## config.mk

```make
export PLATFORM = sky130hd
export DESIGN_NAME = battery_soc_interpolator_unit
export DESIGN_NICKNAME = d
export VERILOG_FILES = /design/src/hw/rtl/bsoc_pkg.sv /design/src/hw/rtl/bsoc_front.sv /design/src/hw/rtl/bsoc_queue.sv /design/src/hw/rtl/bsoc_div.sv /design/src/hw/rtl/bsoc_back.sv /design/src/hw/rtl/battery_soc_interpolator_unit.sv
export SDC_FILE = /design/constraint.sdc
export NUM_CORES = 2
export LEC_CHECK = 0
export ABC_AREA = 1
export BUFFER_PORTS_ARGS = -buffer_cell sky130_fd_sc_hd__buf_2
export CORE_ASPECT_RATIO = 1.5
export CORE_MARGIN = 4
export CORE_UTILIZATION = 55
export CTS_CLUSTER_SIZE = 16
export DETAILED_ROUTE_END_ITERATION = 8
export PLACE_DENSITY = 0.78
export SETUP_SLACK_MARGIN = 0.3
export SLEW_MARGIN = 5
export SYNTH_ARGS = -nofsm -noshare
export SYNTH_HDL_FRONTEND = slang
export SYNTH_HIERARCHICAL = 1
export SYNTH_SLANG_ARGS = --single-unit
```

## constraint.sdc

```tcl
create_clock -name clock -period 8.48 [get_ports clock]
set_input_delay 0.848 -clock clock [delete_from_list [all_inputs] [get_ports clock]]
set_output_delay 0.848 -clock clock [all_outputs]
set_load 0.05 [all_outputs]
```

## src/hw/rtl/bsoc_pkg.sv

```systemverilog
`timescale 1ns / 1ps
// ----------------------------------------------------------------------------
// bsoc_pkg
// Shared constants, lookup tables and types of the battery charge estimator.
// ----------------------------------------------------------------------------
package bsoc_pkg;

   // Sample and register widths
   localparam int ADC_BITS   = 12;
   localparam int GAIN_W     = 14;
   localparam int REF_W      = 13;
   localparam int CSR_DATA_W = 14;
   localparam int CSR_IDX_W  = 2;

   // Register indexes
   localparam logic [CSR_IDX_W-1:0] CSR_DIVIDER_GAIN = 2'd0;
   localparam logic [CSR_IDX_W-1:0] CSR_ADC_REF      = 2'd1;

   localparam logic [GAIN_W-1:0] GAIN_RESET = 14'd6373;
   localparam logic [REF_W-1:0]  REF_RESET  = 13'd3300;

   // Datapath widths
   localparam int PROD1_W   = ADC_BITS + REF_W;     // code * ref
   localparam int PROD2_W   = PROD1_W + 4;          // times ten
   localparam int PROD3_W   = PROD2_W + GAIN_W;     // times gain
   localparam int SCALED_W  = PROD3_W - 12;         // after dropping Q12 fraction
   localparam int VOLT_W    = 20;                   // full voltage quotient
   localparam int VOLT_OUT_W = 18;
   localparam int CAP_W     = 7;

   // Division by the ADC full scale, 2^ADC_BITS - 1, by folding
   localparam int FOLD_SUM_W = ADC_BITS + 1;
   localparam logic [FOLD_SUM_W-1:0] ADC_FULL_SCALE = FOLD_SUM_W'((1 << ADC_BITS) - 1);

   // Serial divider geometry
   localparam int DIV_REM_W   = 15;
   localparam int DIV_SHIFT_W = 20;
   localparam int DIV_CNT_W   = 5;
   localparam int INTERP_QBITS = 4;

   localparam logic [VOLT_OUT_W-1:0] VOLT_SAT = 18'h3FFFF;

   // Charge curve, descending voltage in 0.1 mV
   localparam int TABLE_ENTRIES = 13;
   localparam int SEG_BITS      = $clog2(TABLE_ENTRIES);

   localparam logic [15:0] THR_VOLT [TABLE_ENTRIES] = '{
      16'd41700, 16'd40400, 16'd39400, 16'd38400, 16'd37400, 16'd36500, 16'd36100,
      16'd35800, 16'd35500, 16'd35200, 16'd35000, 16'd34500, 16'd33000
   };
   localparam logic [CAP_W-1:0] THR_CAP [TABLE_ENTRIES] = '{
      7'd100, 7'd90, 7'd80, 7'd70, 7'd60, 7'd50, 7'd40,
      7'd30, 7'd20, 7'd15, 7'd10, 7'd5, 7'd0
   };
   localparam logic [CAP_W-1:0] CAP_FULL = 7'd100;

   // Divider command and status
   typedef struct packed {
      logic                   start;
      logic [DIV_REM_W-1:0]   rem_init;
      logic [DIV_SHIFT_W-1:0] low_bits;
      logic [DIV_CNT_W-1:0]   count;
      logic [DIV_REM_W-1:0]   divisor;
   } div_cmd_type;

   typedef struct packed {
      logic                   busy;
      logic                   done;
      logic [DIV_SHIFT_W-1:0] quotient;
   } div_stat_type;

endpackage

```

## src/hw/rtl/bsoc_front.sv

```systemverilog
`timescale 1ns / 1ps
// ----------------------------------------------------------------------------
// bsoc_front
// Accepts ADC requests and scales each one through a three-stage multiply
// pipeline: code * reference, times ten, times divider gain (Q12 dropped).
// ----------------------------------------------------------------------------
module bsoc_front import bsoc_pkg::*; (
   input  logic                clock,
   input  logic                reset,
   input  logic                req_valid,
   output logic                req_stall,
   input  logic [ADC_BITS-1:0] req_adc_code,
   input  logic [GAIN_W-1:0]   gain,
   input  logic [REF_W-1:0]    ref_mv,
   input  logic                queue_full,
   output logic                push_valid,
   output logic [SCALED_W-1:0] push_data
);

   logic                s1_valid_ff, s1_valid_in;
   logic                s2_valid_ff, s2_valid_in;
   logic                s3_valid_ff, s3_valid_in;
   logic [PROD1_W-1:0]  p1_ff, p1_in;
   logic [PROD2_W-1:0]  p2_ff, p2_in;
   logic [SCALED_W-1:0] p3_ff, p3_in;
   logic [PROD3_W-1:0]  p3_full;
   logic                advance;

   // Move the whole pipe unless the last stage is blocked by a full queue
   assign advance   = !s3_valid_ff || !queue_full;
   assign req_stall = !advance;

   // Stage arithmetic
   always_comb begin
      p1_in   = PROD1_W'(req_adc_code) * PROD1_W'(ref_mv);
      p2_in   = (PROD2_W'(p1_ff) << 3) + (PROD2_W'(p1_ff) << 1);
      p3_full = PROD3_W'(p2_ff) * PROD3_W'(gain);
      p3_in   = p3_full[PROD3_W-1:12];
   end

   assign s1_valid_in = advance ? req_valid   : s1_valid_ff;
   assign s2_valid_in = advance ? s1_valid_ff : s2_valid_ff;
   assign s3_valid_in = advance ? s2_valid_ff : s3_valid_ff;

   // Stage valid bits
   always_ff @(posedge clock) begin
      if (reset) begin
         s1_valid_ff <= 1'b0;
         s2_valid_ff <= 1'b0;
         s3_valid_ff <= 1'b0;
      end else begin
         s1_valid_ff <= s1_valid_in;
         s2_valid_ff <= s2_valid_in;
         s3_valid_ff <= s3_valid_in;
      end
   end

   // Stage payloads
   always_ff @(posedge clock) begin
      if (advance) begin
         p1_ff <= p1_in;
         p2_ff <= p2_in;
         p3_ff <= p3_in;
      end
   end

   assign push_valid = s3_valid_ff;
   assign push_data  = p3_ff;

endmodule

```

## src/hw/rtl/bsoc_queue.sv

```systemverilog
`timescale 1ns / 1ps
// ----------------------------------------------------------------------------
// bsoc_queue
// Two-entry queue of scaled samples between the front and the back end.
// ----------------------------------------------------------------------------
module bsoc_queue import bsoc_pkg::*; (
   input  logic                clock,
   input  logic                reset,
   input  logic                push,
   input  logic [SCALED_W-1:0] push_data,
   input  logic                pop,
   output logic                full,
   output logic                empty,
   output logic [SCALED_W-1:0] head_data
);

   logic [SCALED_W-1:0] entry_ff [2];
   logic                wr_ptr_ff, wr_ptr_in;
   logic                rd_ptr_ff, rd_ptr_in;
   logic [1:0]          count_ff, count_in;
   logic                do_push, do_pop;

   assign full      = (count_ff == 2'd2);
   assign empty     = (count_ff == 2'd0);
   assign do_push   = push && !full;
   assign do_pop    = pop && !empty;
   assign head_data = entry_ff[rd_ptr_ff];

   // Advance pointers and occupancy
   always_comb begin
      wr_ptr_in = do_push ? !wr_ptr_ff : wr_ptr_ff;
      rd_ptr_in = do_pop  ? !rd_ptr_ff : rd_ptr_ff;
      count_in  = count_ff + 2'(do_push) - 2'(do_pop);
   end

   always_ff @(posedge clock) begin
      if (reset) begin
         wr_ptr_ff <= 1'b0;
         rd_ptr_ff <= 1'b0;
         count_ff  <= 2'd0;
      end else begin
         wr_ptr_ff <= wr_ptr_in;
         rd_ptr_ff <= rd_ptr_in;
         count_ff  <= count_in;
      end
   end

   // Write the new entry
   always_ff @(posedge clock) begin
      if (do_push) begin
         entry_ff[wr_ptr_ff] <= push_data;
      end
   end

endmodule

```

## src/hw/rtl/bsoc_div.sv

```systemverilog
`timescale 1ns / 1ps
// ----------------------------------------------------------------------------
// bsoc_div
// Restoring serial divider, one quotient bit per cycle. The caller preloads
// the upper dividend bits as the partial remainder (they must be below the
// divisor) and the remaining bits left-aligned, with the step count.
// ----------------------------------------------------------------------------
module bsoc_div import bsoc_pkg::*; (
   input  logic         clock,
   input  logic         reset,
   input  div_cmd_type  cmd,
   output div_stat_type stat
);

   logic [DIV_REM_W-1:0]   rem_ff, rem_in;
   logic [DIV_SHIFT_W-1:0] shift_ff, shift_in;
   logic [DIV_SHIFT_W-1:0] quot_ff, quot_in;
   logic [DIV_REM_W-1:0]   divisor_ff, divisor_in;
   logic [DIV_CNT_W-1:0]   cnt_ff, cnt_in;
   logic                   done_ff, done_in;
   logic [DIV_REM_W:0]     trial;
   logic [DIV_REM_W:0]     diff;
   logic                   fits;

   // One subtract-and-compare step
   always_comb begin
      trial = {rem_ff, shift_ff[DIV_SHIFT_W-1]};
      diff  = trial - {1'b0, divisor_ff};
      fits  = (trial >= {1'b0, divisor_ff});
   end

   always_comb begin
      rem_in     = rem_ff;
      shift_in   = shift_ff;
      quot_in    = quot_ff;
      divisor_in = divisor_ff;
      cnt_in     = cnt_ff;
      done_in    = 1'b0;
      if (cmd.start) begin
         rem_in     = cmd.rem_init;
         shift_in   = cmd.low_bits;
         quot_in    = '0;
         divisor_in = cmd.divisor;
         cnt_in     = cmd.count;
      end else if (cnt_ff != '0) begin
         rem_in   = fits ? diff[DIV_REM_W-1:0] : trial[DIV_REM_W-1:0];
         shift_in = {shift_ff[DIV_SHIFT_W-2:0], 1'b0};
         quot_in  = {quot_ff[DIV_SHIFT_W-2:0], fits};
         cnt_in   = cnt_ff - DIV_CNT_W'(1);
         done_in  = (cnt_ff == DIV_CNT_W'(1));
      end
   end

   // Step counter and completion flag
   always_ff @(posedge clock) begin
      if (reset) begin
         cnt_ff  <= '0;
         done_ff <= 1'b0;
      end else begin
         cnt_ff  <= cnt_in;
         done_ff <= done_in;
      end
   end

   always_ff @(posedge clock) begin
      rem_ff     <= rem_in;
      shift_ff   <= shift_in;
      quot_ff    <= quot_in;
      divisor_ff <= divisor_in;
   end

   assign stat.busy     = (cnt_ff != '0);
   assign stat.done     = done_ff;
   assign stat.quotient = quot_ff;

endmodule

```

## src/hw/rtl/bsoc_back.sv

```systemverilog
`timescale 1ns / 1ps
// ----------------------------------------------------------------------------
// bsoc_back
// Pops scaled samples, folds them down to a voltage (division by the ADC
// full scale by folding and one correction), classifies the voltage against the charge curve,
// interpolates inside a segment and drives the response register.
// ----------------------------------------------------------------------------
module bsoc_back import bsoc_pkg::*; (
   input  logic                  clock,
   input  logic                  reset,
   input  logic                  queue_empty,
   input  logic [SCALED_W-1:0]   queue_head,
   output logic                  queue_pop,
   output div_cmd_type           div_cmd,
   input  div_stat_type          div_stat,
   output logic                  rsp_valid,
   input  logic                  rsp_stall,
   output logic [CAP_W-1:0]      rsp_capacity_percent,
   output logic [VOLT_OUT_W-1:0] rsp_voltage_tenth_mv
);

   typedef enum logic [5:0] {
      ST_IDLE = 6'b000001,
      ST_VDIV = 6'b000010,
      ST_LOOK = 6'b000100,
      ST_PREP = 6'b001000,
      ST_IDIV = 6'b010000,
      ST_FIN  = 6'b100000
   } state_type;

   state_type              state_ff, state_in;
   logic [VOLT_W-1:0]      volt_ff, volt_in;
   logic [VOLT_W-1:0]      fold_ff, fold_in;
   logic [SEG_BITS-1:0]    idx_ff, idx_in;
   logic [CAP_W-1:0]       cap_ff, cap_in;
   logic [CAP_W-1:0]       last_cap_ff, last_cap_in;
   logic                   rsp_valid_ff, rsp_valid_in;
   logic [CAP_W-1:0]       rsp_cap_ff;
   logic [VOLT_OUT_W-1:0]  rsp_volt_ff;
   logic                   rsp_load;

   logic [FOLD_SUM_W-1:0]  fold_sum;
   logic                   fold_carry;
   logic                   above_top;
   logic                   in_segment;
   logic                   below_bottom;
   logic [SEG_BITS-1:0]    seg_idx;
   logic [SEG_BITS-1:0]    upper_idx;
   logic [15:0]            volt_off;
   logic [13:0]            seg_dv;
   logic [3:0]             seg_dc;
   logic [17:0]            interp_n;
   logic [18:0]            interp_num;

   // Divide by 4095: x = a*4096 + b gives x/4095 = a + (a + b)/4095; folding
   // a + b the same way leaves a remainder that needs at most one correction
   always_comb begin
      fold_sum   = FOLD_SUM_W'(fold_ff[VOLT_W-1:ADC_BITS])
                   + FOLD_SUM_W'(fold_ff[ADC_BITS-1:0]);
      fold_carry = (fold_sum >= ADC_FULL_SCALE);
   end

   // Classify the voltage: first threshold exceeded, scanning from the top
   always_comb begin
      above_top  = (volt_ff > VOLT_W'(THR_VOLT[0]));
      in_segment = 1'b0;
      seg_idx    = '0;
      for (int i = TABLE_ENTRIES - 1; i >= 1; i--) begin
         if (volt_ff > VOLT_W'(THR_VOLT[i])) begin
            in_segment = 1'b1;
            seg_idx    = SEG_BITS'(i);
         end
      end
      below_bottom = (volt_ff < VOLT_W'(THR_VOLT[TABLE_ENTRIES-1]));
   end

   // Interpolation numerator 2*(v - V[i])*dc + dV, rounding half up
   always_comb begin
      upper_idx  = idx_ff - SEG_BITS'(1);
      volt_off   = volt_ff[15:0] - THR_VOLT[idx_ff];
      seg_dv     = 14'(THR_VOLT[upper_idx] - THR_VOLT[idx_ff]);
      seg_dc     = 4'(THR_CAP[upper_idx] - THR_CAP[idx_ff]);
      interp_n   = 18'(volt_off[13:0]) * 18'(seg_dc);
      interp_num = {interp_n, 1'b0} + 19'(seg_dv);
   end

   assign rsp_load = (state_ff == ST_FIN) && (!rsp_valid_ff || !rsp_stall);

   // Sequencer
   always_comb begin
      state_in    = state_ff;
      volt_in     = volt_ff;
      fold_in     = fold_ff;
      idx_in      = idx_ff;
      cap_in      = cap_ff;
      last_cap_in = last_cap_ff;
      queue_pop   = 1'b0;
      div_cmd     = '0;
      case (state_ff)
         ST_IDLE: begin
            if (!queue_empty) begin
               queue_pop = 1'b1;
               volt_in   = VOLT_W'(queue_head[SCALED_W-1:ADC_BITS]);
               fold_in   = VOLT_W'(queue_head[SCALED_W-1:ADC_BITS])
                           + VOLT_W'(queue_head[ADC_BITS-1:0]);
               state_in  = ST_VDIV;
            end
         end
         ST_VDIV: begin
            volt_in  = volt_ff + VOLT_W'(fold_ff[VOLT_W-1:ADC_BITS])
                       + VOLT_W'(fold_carry);
            state_in = ST_LOOK;
         end
         ST_LOOK: begin
            idx_in = seg_idx;
            if (above_top) begin
               cap_in   = CAP_FULL;
               state_in = ST_FIN;
            end else if (in_segment) begin
               state_in = ST_PREP;
            end else if (below_bottom) begin
               cap_in   = '0;
               state_in = ST_FIN;
            end else begin
               cap_in   = last_cap_ff;
               state_in = ST_FIN;
            end
         end
         ST_PREP: begin
            div_cmd.start    = 1'b1;
            div_cmd.rem_init = interp_num[18:INTERP_QBITS];
            div_cmd.low_bits = {interp_num[INTERP_QBITS-1:0],
                                (DIV_SHIFT_W-INTERP_QBITS)'(0)};
            div_cmd.count    = DIV_CNT_W'(INTERP_QBITS);
            div_cmd.divisor  = {seg_dv, 1'b0};
            state_in         = ST_IDIV;
         end
         ST_IDIV: begin
            if (div_stat.done) begin
               cap_in   = THR_CAP[idx_ff] + CAP_W'(div_stat.quotient[INTERP_QBITS-1:0]);
               state_in = ST_FIN;
            end
         end
         ST_FIN: begin
            if (rsp_load) begin
               last_cap_in = cap_ff;
               state_in    = ST_IDLE;
            end
         end
         default: begin
            state_in = ST_IDLE;
         end
      endcase
   end

   // Response valid: set on load, drop once taken
   always_comb begin
      rsp_valid_in = rsp_valid_ff;
      if (rsp_load) begin
         rsp_valid_in = 1'b1;
      end else if (rsp_valid_ff && !rsp_stall) begin
         rsp_valid_in = 1'b0;
      end
   end

   always_ff @(posedge clock) begin
      if (reset) begin
         state_ff     <= ST_IDLE;
         last_cap_ff  <= '0;
         rsp_valid_ff <= 1'b0;
      end else begin
         state_ff     <= state_in;
         last_cap_ff  <= last_cap_in;
         rsp_valid_ff <= rsp_valid_in;
      end
   end

   // Working registers and response payload
   always_ff @(posedge clock) begin
      volt_ff <= volt_in;
      fold_ff <= fold_in;
      idx_ff  <= idx_in;
      cap_ff  <= cap_in;
      if (rsp_load) begin
         rsp_cap_ff  <= cap_ff;
         rsp_volt_ff <= (volt_ff[VOLT_W-1:VOLT_OUT_W] != '0) ? VOLT_SAT
                                                             : volt_ff[VOLT_OUT_W-1:0];
      end
   end

   assign rsp_valid            = rsp_valid_ff;
   assign rsp_capacity_percent = rsp_cap_ff;
   assign rsp_voltage_tenth_mv = rsp_volt_ff;

`ifndef SYNTH
   a_div_start_idle: assert property (@(posedge clock) disable iff (reset)
      div_cmd.start |-> !div_stat.busy)
      else $error("divider started while busy");

   a_rsp_cap_range: assert property (@(posedge clock) disable iff (reset)
      rsp_valid_ff |-> (rsp_cap_ff <= CAP_FULL))
      else $error("capacity above full scale");

   a_interp_quot: assert property (@(posedge clock) disable iff (reset)
      (state_ff == ST_IDIV && div_stat.done) |-> (div_stat.quotient <= DIV_SHIFT_W'(10)))
      else $error("interpolation step exceeds segment span");
`endif

endmodule

```

## src/hw/rtl/battery_soc_interpolator_unit.sv

```systemverilog
`timescale 1ns / 1ps
// ----------------------------------------------------------------------------
// battery_soc_interpolator_unit
// Turns raw battery ADC samples into a voltage and a state-of-charge estimate.
// ----------------------------------------------------------------------------
// Usage:
//   Requests carry one 12-bit ADC code on req_adc_code, taken when req_valid
//   is high and req_stall is low; each yields one response with the capacity
//   in percent and the voltage in 0.1 mV (saturated at 18 bits), taken when
//   rsp_valid is high and rsp_stall is low. The csr port writes the divider
//   gain (index 0, Q12) and the ADC reference in mV (index 1); write only
//   while no request is in flight.
//   Between a taken request and rsp_valid lie three multiply stages, the
//   queue, fold-and-correct division by 4095, the lookup, a 4-step serial
//   division for the interpolation (only inside a segment) with its start
//   and result states, and the response register. The back end works on
//   one request at a time and pops the next only after loading the response.
//   Reset restores the default gain and reference, clears the remembered
//   capacity and empties the pipeline, queue and response register.
//   When the receiver stalls the response holds; the front end and the
//   two-entry queue keep accepting requests until full, then raise req_stall.
// ----------------------------------------------------------------------------
module battery_soc_interpolator_unit import bsoc_pkg::*; (
   input  logic                  clock,
   input  logic                  reset,
   input  logic                  req_valid,
   output logic                  req_stall,
   input  logic [ADC_BITS-1:0]   req_adc_code,
   output logic                  rsp_valid,
   input  logic                  rsp_stall,
   output logic [CAP_W-1:0]      rsp_capacity_percent,
   output logic [VOLT_OUT_W-1:0] rsp_voltage_tenth_mv,
   input  logic                  csr_wr_en,
   input  logic [CSR_IDX_W-1:0]  csr_index,
   input  logic [CSR_DATA_W-1:0] csr_wdata
);

   logic [GAIN_W-1:0]   gain_ff, gain_in;
   logic [REF_W-1:0]    ref_ff, ref_in;
   logic                push_valid;
   logic [SCALED_W-1:0] push_data;
   logic                queue_full;
   logic                queue_empty;
   logic                queue_pop;
   logic [SCALED_W-1:0] queue_head;
   div_cmd_type         div_cmd;
   div_stat_type        div_stat;

   // Decode configuration writes
   always_comb begin
      gain_in = gain_ff;
      ref_in  = ref_ff;
      if (csr_wr_en) begin
         case (csr_index)
            CSR_DIVIDER_GAIN: gain_in = csr_wdata[GAIN_W-1:0];
            CSR_ADC_REF:      ref_in  = csr_wdata[REF_W-1:0];
            default: begin
            end
         endcase
      end
   end

   always_ff @(posedge clock) begin
      if (reset) begin
         gain_ff <= GAIN_RESET;
         ref_ff  <= REF_RESET;
      end else begin
         gain_ff <= gain_in;
         ref_ff  <= ref_in;
      end
   end

   bsoc_front u_front (
      .clock        (clock),
      .reset        (reset),
      .req_valid    (req_valid),
      .req_stall    (req_stall),
      .req_adc_code (req_adc_code),
      .gain         (gain_ff),
      .ref_mv       (ref_ff),
      .queue_full   (queue_full),
      .push_valid   (push_valid),
      .push_data    (push_data)
   );

   bsoc_queue u_queue (
      .clock     (clock),
      .reset     (reset),
      .push      (push_valid),
      .push_data (push_data),
      .pop       (queue_pop),
      .full      (queue_full),
      .empty     (queue_empty),
      .head_data (queue_head)
   );

   bsoc_div u_div (
      .clock (clock),
      .reset (reset),
      .cmd   (div_cmd),
      .stat  (div_stat)
   );

   bsoc_back u_back (
      .clock                (clock),
      .reset                (reset),
      .queue_empty          (queue_empty),
      .queue_head           (queue_head),
      .queue_pop            (queue_pop),
      .div_cmd              (div_cmd),
      .div_stat             (div_stat),
      .rsp_valid            (rsp_valid),
      .rsp_stall            (rsp_stall),
      .rsp_capacity_percent (rsp_capacity_percent),
      .rsp_voltage_tenth_mv (rsp_voltage_tenth_mv)
   );

endmodule

```

## After elaboration in Yosys (flattened, before gate mapping)

Memories as Yosys holds them, arrays and structs flattened. A register that Yosys moved wholly into a read port is not among the register bits.
Cells that the tools add are included.

- $add $sub $neg: 15
- Multiply operators: 3
- Div/mod/pow operators: 0
- Magnitude comparators: 18
- Equality and inequality tests: 13
- Shift operators: 0
- Multiplexer cells: 60
- Bitwise logic cells: 4
- Reduce and logical (&&, ||, !) cells: 32

Operators with widths:

| kind | number |
|---|---|
| $gt A20 B16 Y1 const B | 13 |
| $mux W20 | 3 |
| $mux W14 | 4 |
| $mux W56 | 1 |
| $mux W15 | 3 |
| $mul A29 B14 Y43 | 1 |
| $mux W7 | 6 |
| $pmux W20 S2 | 1 |
| $pmux W6 S6 | 1 |
| $mux W6 | 5 |
| $add A28 B26 Y29 | 1 |
| $mux W4 | 7 |
| $sub A14 B14 Y14 | 2 |
| $mul A12 B13 Y25 | 1 |
| $add A19 B12 Y20 | 1 |
| $add A20 B1 Y20 | 1 |
| $add A20 B8 Y20 | 1 |
| $lt A20 B16 Y1 const B | 1 |
| $mux W1 | 20 |
| $add A19 B14 Y19 | 1 |
| $mul A14 B4 Y18 | 1 |
| $ge A16 B15 Y1 | 1 |
| $sub A15 B15 Y15 | 1 |
| $pmux W7 S2 | 1 |
| 36 further kinds | 67 |

- Register bits after elaboration: 269
- Latch bits: 0
- Memory bits (writable): 62
- ROM bits: 736
- Input bits: 33
- Output and inout port bits: 27
- Memories kept: 5

Memories:

| memory | words | width | rd ports | clocked after memory_dff | wr ports | line | source |
|---|---|---|---|---|---|---|---|
| (name not given) | 16 | 16 | 1 | 0 | 0 | bsoc_back.sv:80 | `volt_off = volt_ff[15:0] - THR_VOLT[idx_ff];` |
| (name not given) | 16 | 16 | 1 | 0 | 0 | bsoc_back.sv:81 | `seg_dv = 14'(THR_VOLT[upper_idx] - THR_VOLT[idx_ff]);` |
| (name not given) | 16 | 7 | 1 | 0 | 0 | bsoc_back.sv:82 | `seg_dc = 4'(THR_CAP[upper_idx] - THR_CAP[idx_ff]);` |
| (name not given) | 16 | 7 | 1 | 0 | 0 | bsoc_back.sv:82 |  |
| u_queue.entry_ff | 2 | 31 | 1 | 1 | 1 | bsoc_queue.sv:17 | `logic [SCALED_W-1:0] entry_ff [2];` |

## Logic depth before layout (Yosys ltp)

- Word-level depth: 16
- Depth in mapped cells: 42

## Cells and area by module

The synthesis kept the hierarchy.

By module, submodules not included:

| module | times used | cells each | area an instance (µm²) | seq. area each (µm²) |
|---|---|---|---|---|
| bsoc_front | 1 | 2871 | 22457.8 | 2582.5 |
| bsoc_back | 1 | 1483 | 10617.7 | 2562.5 |
| bsoc_div | 1 | 513 | 4276.6 | 2021.9 |
| bsoc_queue | 1 | 135 | 2496.1 | 1961.9 |
| battery_soc_interpolator_unit | 1 | 151 | 1111.1 | 540.5 |

## Worst setup path before layout

No wires, ideal clock.

- Path kind: register to register
- From: register u_back.idx_ff[0]
- To: register u_div.rem_ff[14] (data pin)
- Setup time: 0.252 ns
- Data arrival time: 6.371 ns
- Path slack: 1.857 ns
- Stages on the path, launching flop included: 39
- Path buffers: 1
- Clock period less this slack: 6.623 ns
- Cells stage by stage: edfxtp_1 > inv_1 > ha_1 > inv_1 > ha_1 > clkinv_1 > nand3_1 > o21ai_0 > ha_1 > a21oi_1 > o21ai_0 > xnor2_1 > or2_0 > nand2_1 > inv_1 > buf_2 > nor2_1 > fa_1 > [3 not listed] > ha_1 > a21oi_1 > o21ai_0 > a21oi_1 > o21ai_0 > xor2_1 > ha_1 > nand2_1 > nor2_1 > nand3_1 > o2111ai_1 > nand2_2 > nor2_1 > nand3_1 > nand2_1 > nor2_1 > nand2_1 > nand2_1

RTL lines:

| what | line | source |
|---|---|---|
| start: declaration | bsoc_back.sv:34 | `logic [SEG_BITS-1:0] idx_ff, idx_in;` |
| start signal: assignment | bsoc_back.sv:182 | `idx_ff <= idx_in;` |
| end signal: assignment | bsoc_div.sv:66 | `rem_ff <= rem_in;` |
| end: declaration | bsoc_div.sv:15 | `logic [DIV_REM_W-1:0] rem_ff, rem_in;` |

==> results.yml <==
critical_path:
  rr_endpoint: "u_div/rem_ff[14]"
  r2r_start: "u_back/idx_ff[0]"
  startpoint: "u_back/idx_ff[0]"
  crit_path_start_kind: "flop"
  crit_fanout: 13
  r2r_cells: 37
  slowest_delay_ns: 0.55
  reg2reg_slack_ns: 0.99
  arrival_ns: 7.79
  worst_path_max_delay_cell: "fa_1"
  worstPathRequired_ns: 8.79
  crit_type: "reg2reg"
  endpoint_kind: "flop"
  critPathMostFrequentCell: "nand2_1"
sta:
  slew_headroom_pct: 20.5
  period_share_pct: 88.3
  setup_tns_ns: 0
  grt_setup_unrepaired: "no"
  period_minus_slack_ns: 7.49
  finalSetupViolations: 0
  tightest_slew_ns: 1.19
  hold_violations: 0
  drv_slew: 0
  skew_ns: 0.0255
  clock.fmax_ghz: 0.134
route:
  wl_met2_um: 55100
  drtAntennaViolNets: 0
  drt_iter0_drc: 2185
  met3_length_um: 5220
  drc_errors: 0
  wl_per_cell_um: 17.0
  drt-met1-wl_um: 37500
  drt-total-wl_um: 104000
  dr.pass1.iters: 6
  highest-signal-layer: "met4"
  num_vias: 32900
  viasPerCell: 5.39
clock_network:
  cts_buffers: 36
  clockBufferDepth: 3
  hold_buffers: 0
  clock_sinks: 331
  cts_tree: "yes"
  root_buffer: "clkbuf_16"
  clk_latency_ns: 0.57
  clk_transition_reported_paths_ns: 0.07
  h-tree-depth: 2
global_route:
  grt_antenna_before_repair: 1
  grt_pass1_wl_um: 169000
  gr-usage-all-layers_pct: 26.6
  gr-total-overflow: 0
  grt_pass1_vias: 34300
  grt_max_degree: 88
placement:
  gp_congestion: 0.970
  io_buffer_count: 59
  post-dp-hpwl_um: 83300
outcome:
  status: "finished, final reports clean"
cells_and_area:
  area_delta_synth_final_pct: 5.57
  nFillCells: 6532
  diodes: 0
  drive_above_1_share_pct: 6.65
  nets: 5876
die:
  coreArea_sq_um: 72800
  die_w_um: 230
  core.rowCount: 121
  io_pins: 60
  die-area_sq_um: 78100
  die_y_um: 340
  start_util_pct: 55.6
logic_synthesis:
  syn_area_sq_um: 40500
  syn-instance-count: 5105
  ys_warn_count: 6
  syn_area_per_cell_sq_um: 7.93
flow_run:
  cap_violations: 0
worst_hold_path:
  hold_start: "u_front/push_data[9]"
  min_path_type: "reg2reg"
  holdPathStages: 0
  holdPathEnd: "u_queue/entry_ff[0][9]"
## routing by layer
metal | GRT usage [%] | up-vias
li1 | - | 15600
met1 | 29.4 | 15700
met2 | 50.4 | 1092
met3 | 2.90 | 380
met4 | 13.3 | 0
met5 | 0 | -
## registers in the layout, summed over array words and instances, names as in the netlist, 5 cells and up, named ones only
register and count:
u_queue/entry_ff 62, u_front/push_data 31, u_front/p2_ff 28, u_front/p1_ff 25, u_back/fold_ff 20, u_back/volt_ff 20, u_div/shift_ff 20, u_back/rsp_voltage_tenth_mv 18
u_div/divisor_ff 15, u_div/rem_ff 15, gain_ff 14, ref_ff 13, u_back/cap_ff 7, u_back/last_cap_ff 7, u_back/rsp_capacity_percent 7, u_back/state_ff 6
u_div/cnt_ff 5
## critical path: cells and delay by family (launching register included)
| family | cells | cell delay [ns] |
|---|---|---|
| DFF | 1 | 0.38 |
| buffers and inverters | 6 | 0.94 |
| adders and majority gates | 7 | 2.94 |
| and+or+nand+nor | 14 | 1.35 |
| xor gates and xnor gates | 2 | 0.38 |
| AOI/OAI and AO/OA | 8 | 1.23 |
## final cells by class
cell class,instances,area (sq um),share of cell area [%]
multi-input cells,3529,26300,61.4
flip-flops and latches,331,9350,21.9
inverters,1098,4130,9.66
well taps,984,1230,2.88
clock buffers,44,962,2.25
repair buffers,87,505,1.18
clock inverters,21,304,0.711
## timing repair
item,4_1_cts,5_1_grt
setup buffers,0,0
gates resized for setup,0,5
endpoints found under the setup margin,0,9
## through the flow
| step | hold WS (ns) | std cells | cell area, sq um | util [%] | setup WS (ns) |
|---|---|---|---|---|---|
| global route | 0.454 | 6094 | 42700 | 58.7 | 0.302 |
| CTS | 0.445 | 6094 | 42700 | 58.7 | 0.635 |
| detailed placement | 0.431 | 6029 | 41500 | 56.9 | 0.692 |
| finish | 0.442 | 6094 | 42700 | 58.7 | 0.994 |
| floorplan | 0.421 | 5128 | 40600 | - | 1.86 |
| global placement | 0.421 | 6029 | 41500 | 56.9 | 0.835 |
## placed cells by master, fill, tap and decap left out, types with 13 or more instances in the layout
| cell type | instances |
|---|---|
| fa_1 | 453 |
| nor2_2 | 16 |
| edfxtp_1 | 272 |
| nand3_1 | 190 |
| nand2_2 | 54 |
| a21oi_1 | 215 |
| conb_1 | 24 |
| xor2_1 | 89 |
| ha_1 | 305 |
| nor3_1 | 41 |
| buf_4 | 28 |
| clkbuf_16 | 37 |
| buf_2 | 59 |
| a31oi_1 | 16 |
| o21ai_1 | 21 |
| nand4_1 | 43 |
| xnor2_1 | 39 |
| o21bai_1 | 16 |
| nand3_2 | 22 |
| nand2_1 | 1329 |
| o21ai_0 | 126 |
| inv_1 | 1080 |
| dfxtp_1 | 59 |
| nor2_1 | 332 |
| inv_2 | 13 |
| mux2_2 | 31 |
## worst max-delay path by stage
| stage | to | cells after the start | slack, ns |
|---|---|---|---|
| after global placement | u_div/rem_ff[14] | 37 | 0.83 |
| after CTS | u_div/rem_ff[14] | 37 | 0.63 |
| after floorplan | u_div/rem_ff[14] | 38 | 1.86 |
| final | u_div/rem_ff[14] | 37 | 0.99 |
| after detailed placement | u_div/rem_ff[14] | 37 | 0.69 |
| after global routing | u_div/rem_ff[14] | 38 | 0.30 |
Power is not shown: default switching activity piles up to over one toggle a cycle in this logic, so the estimate is an artifact.
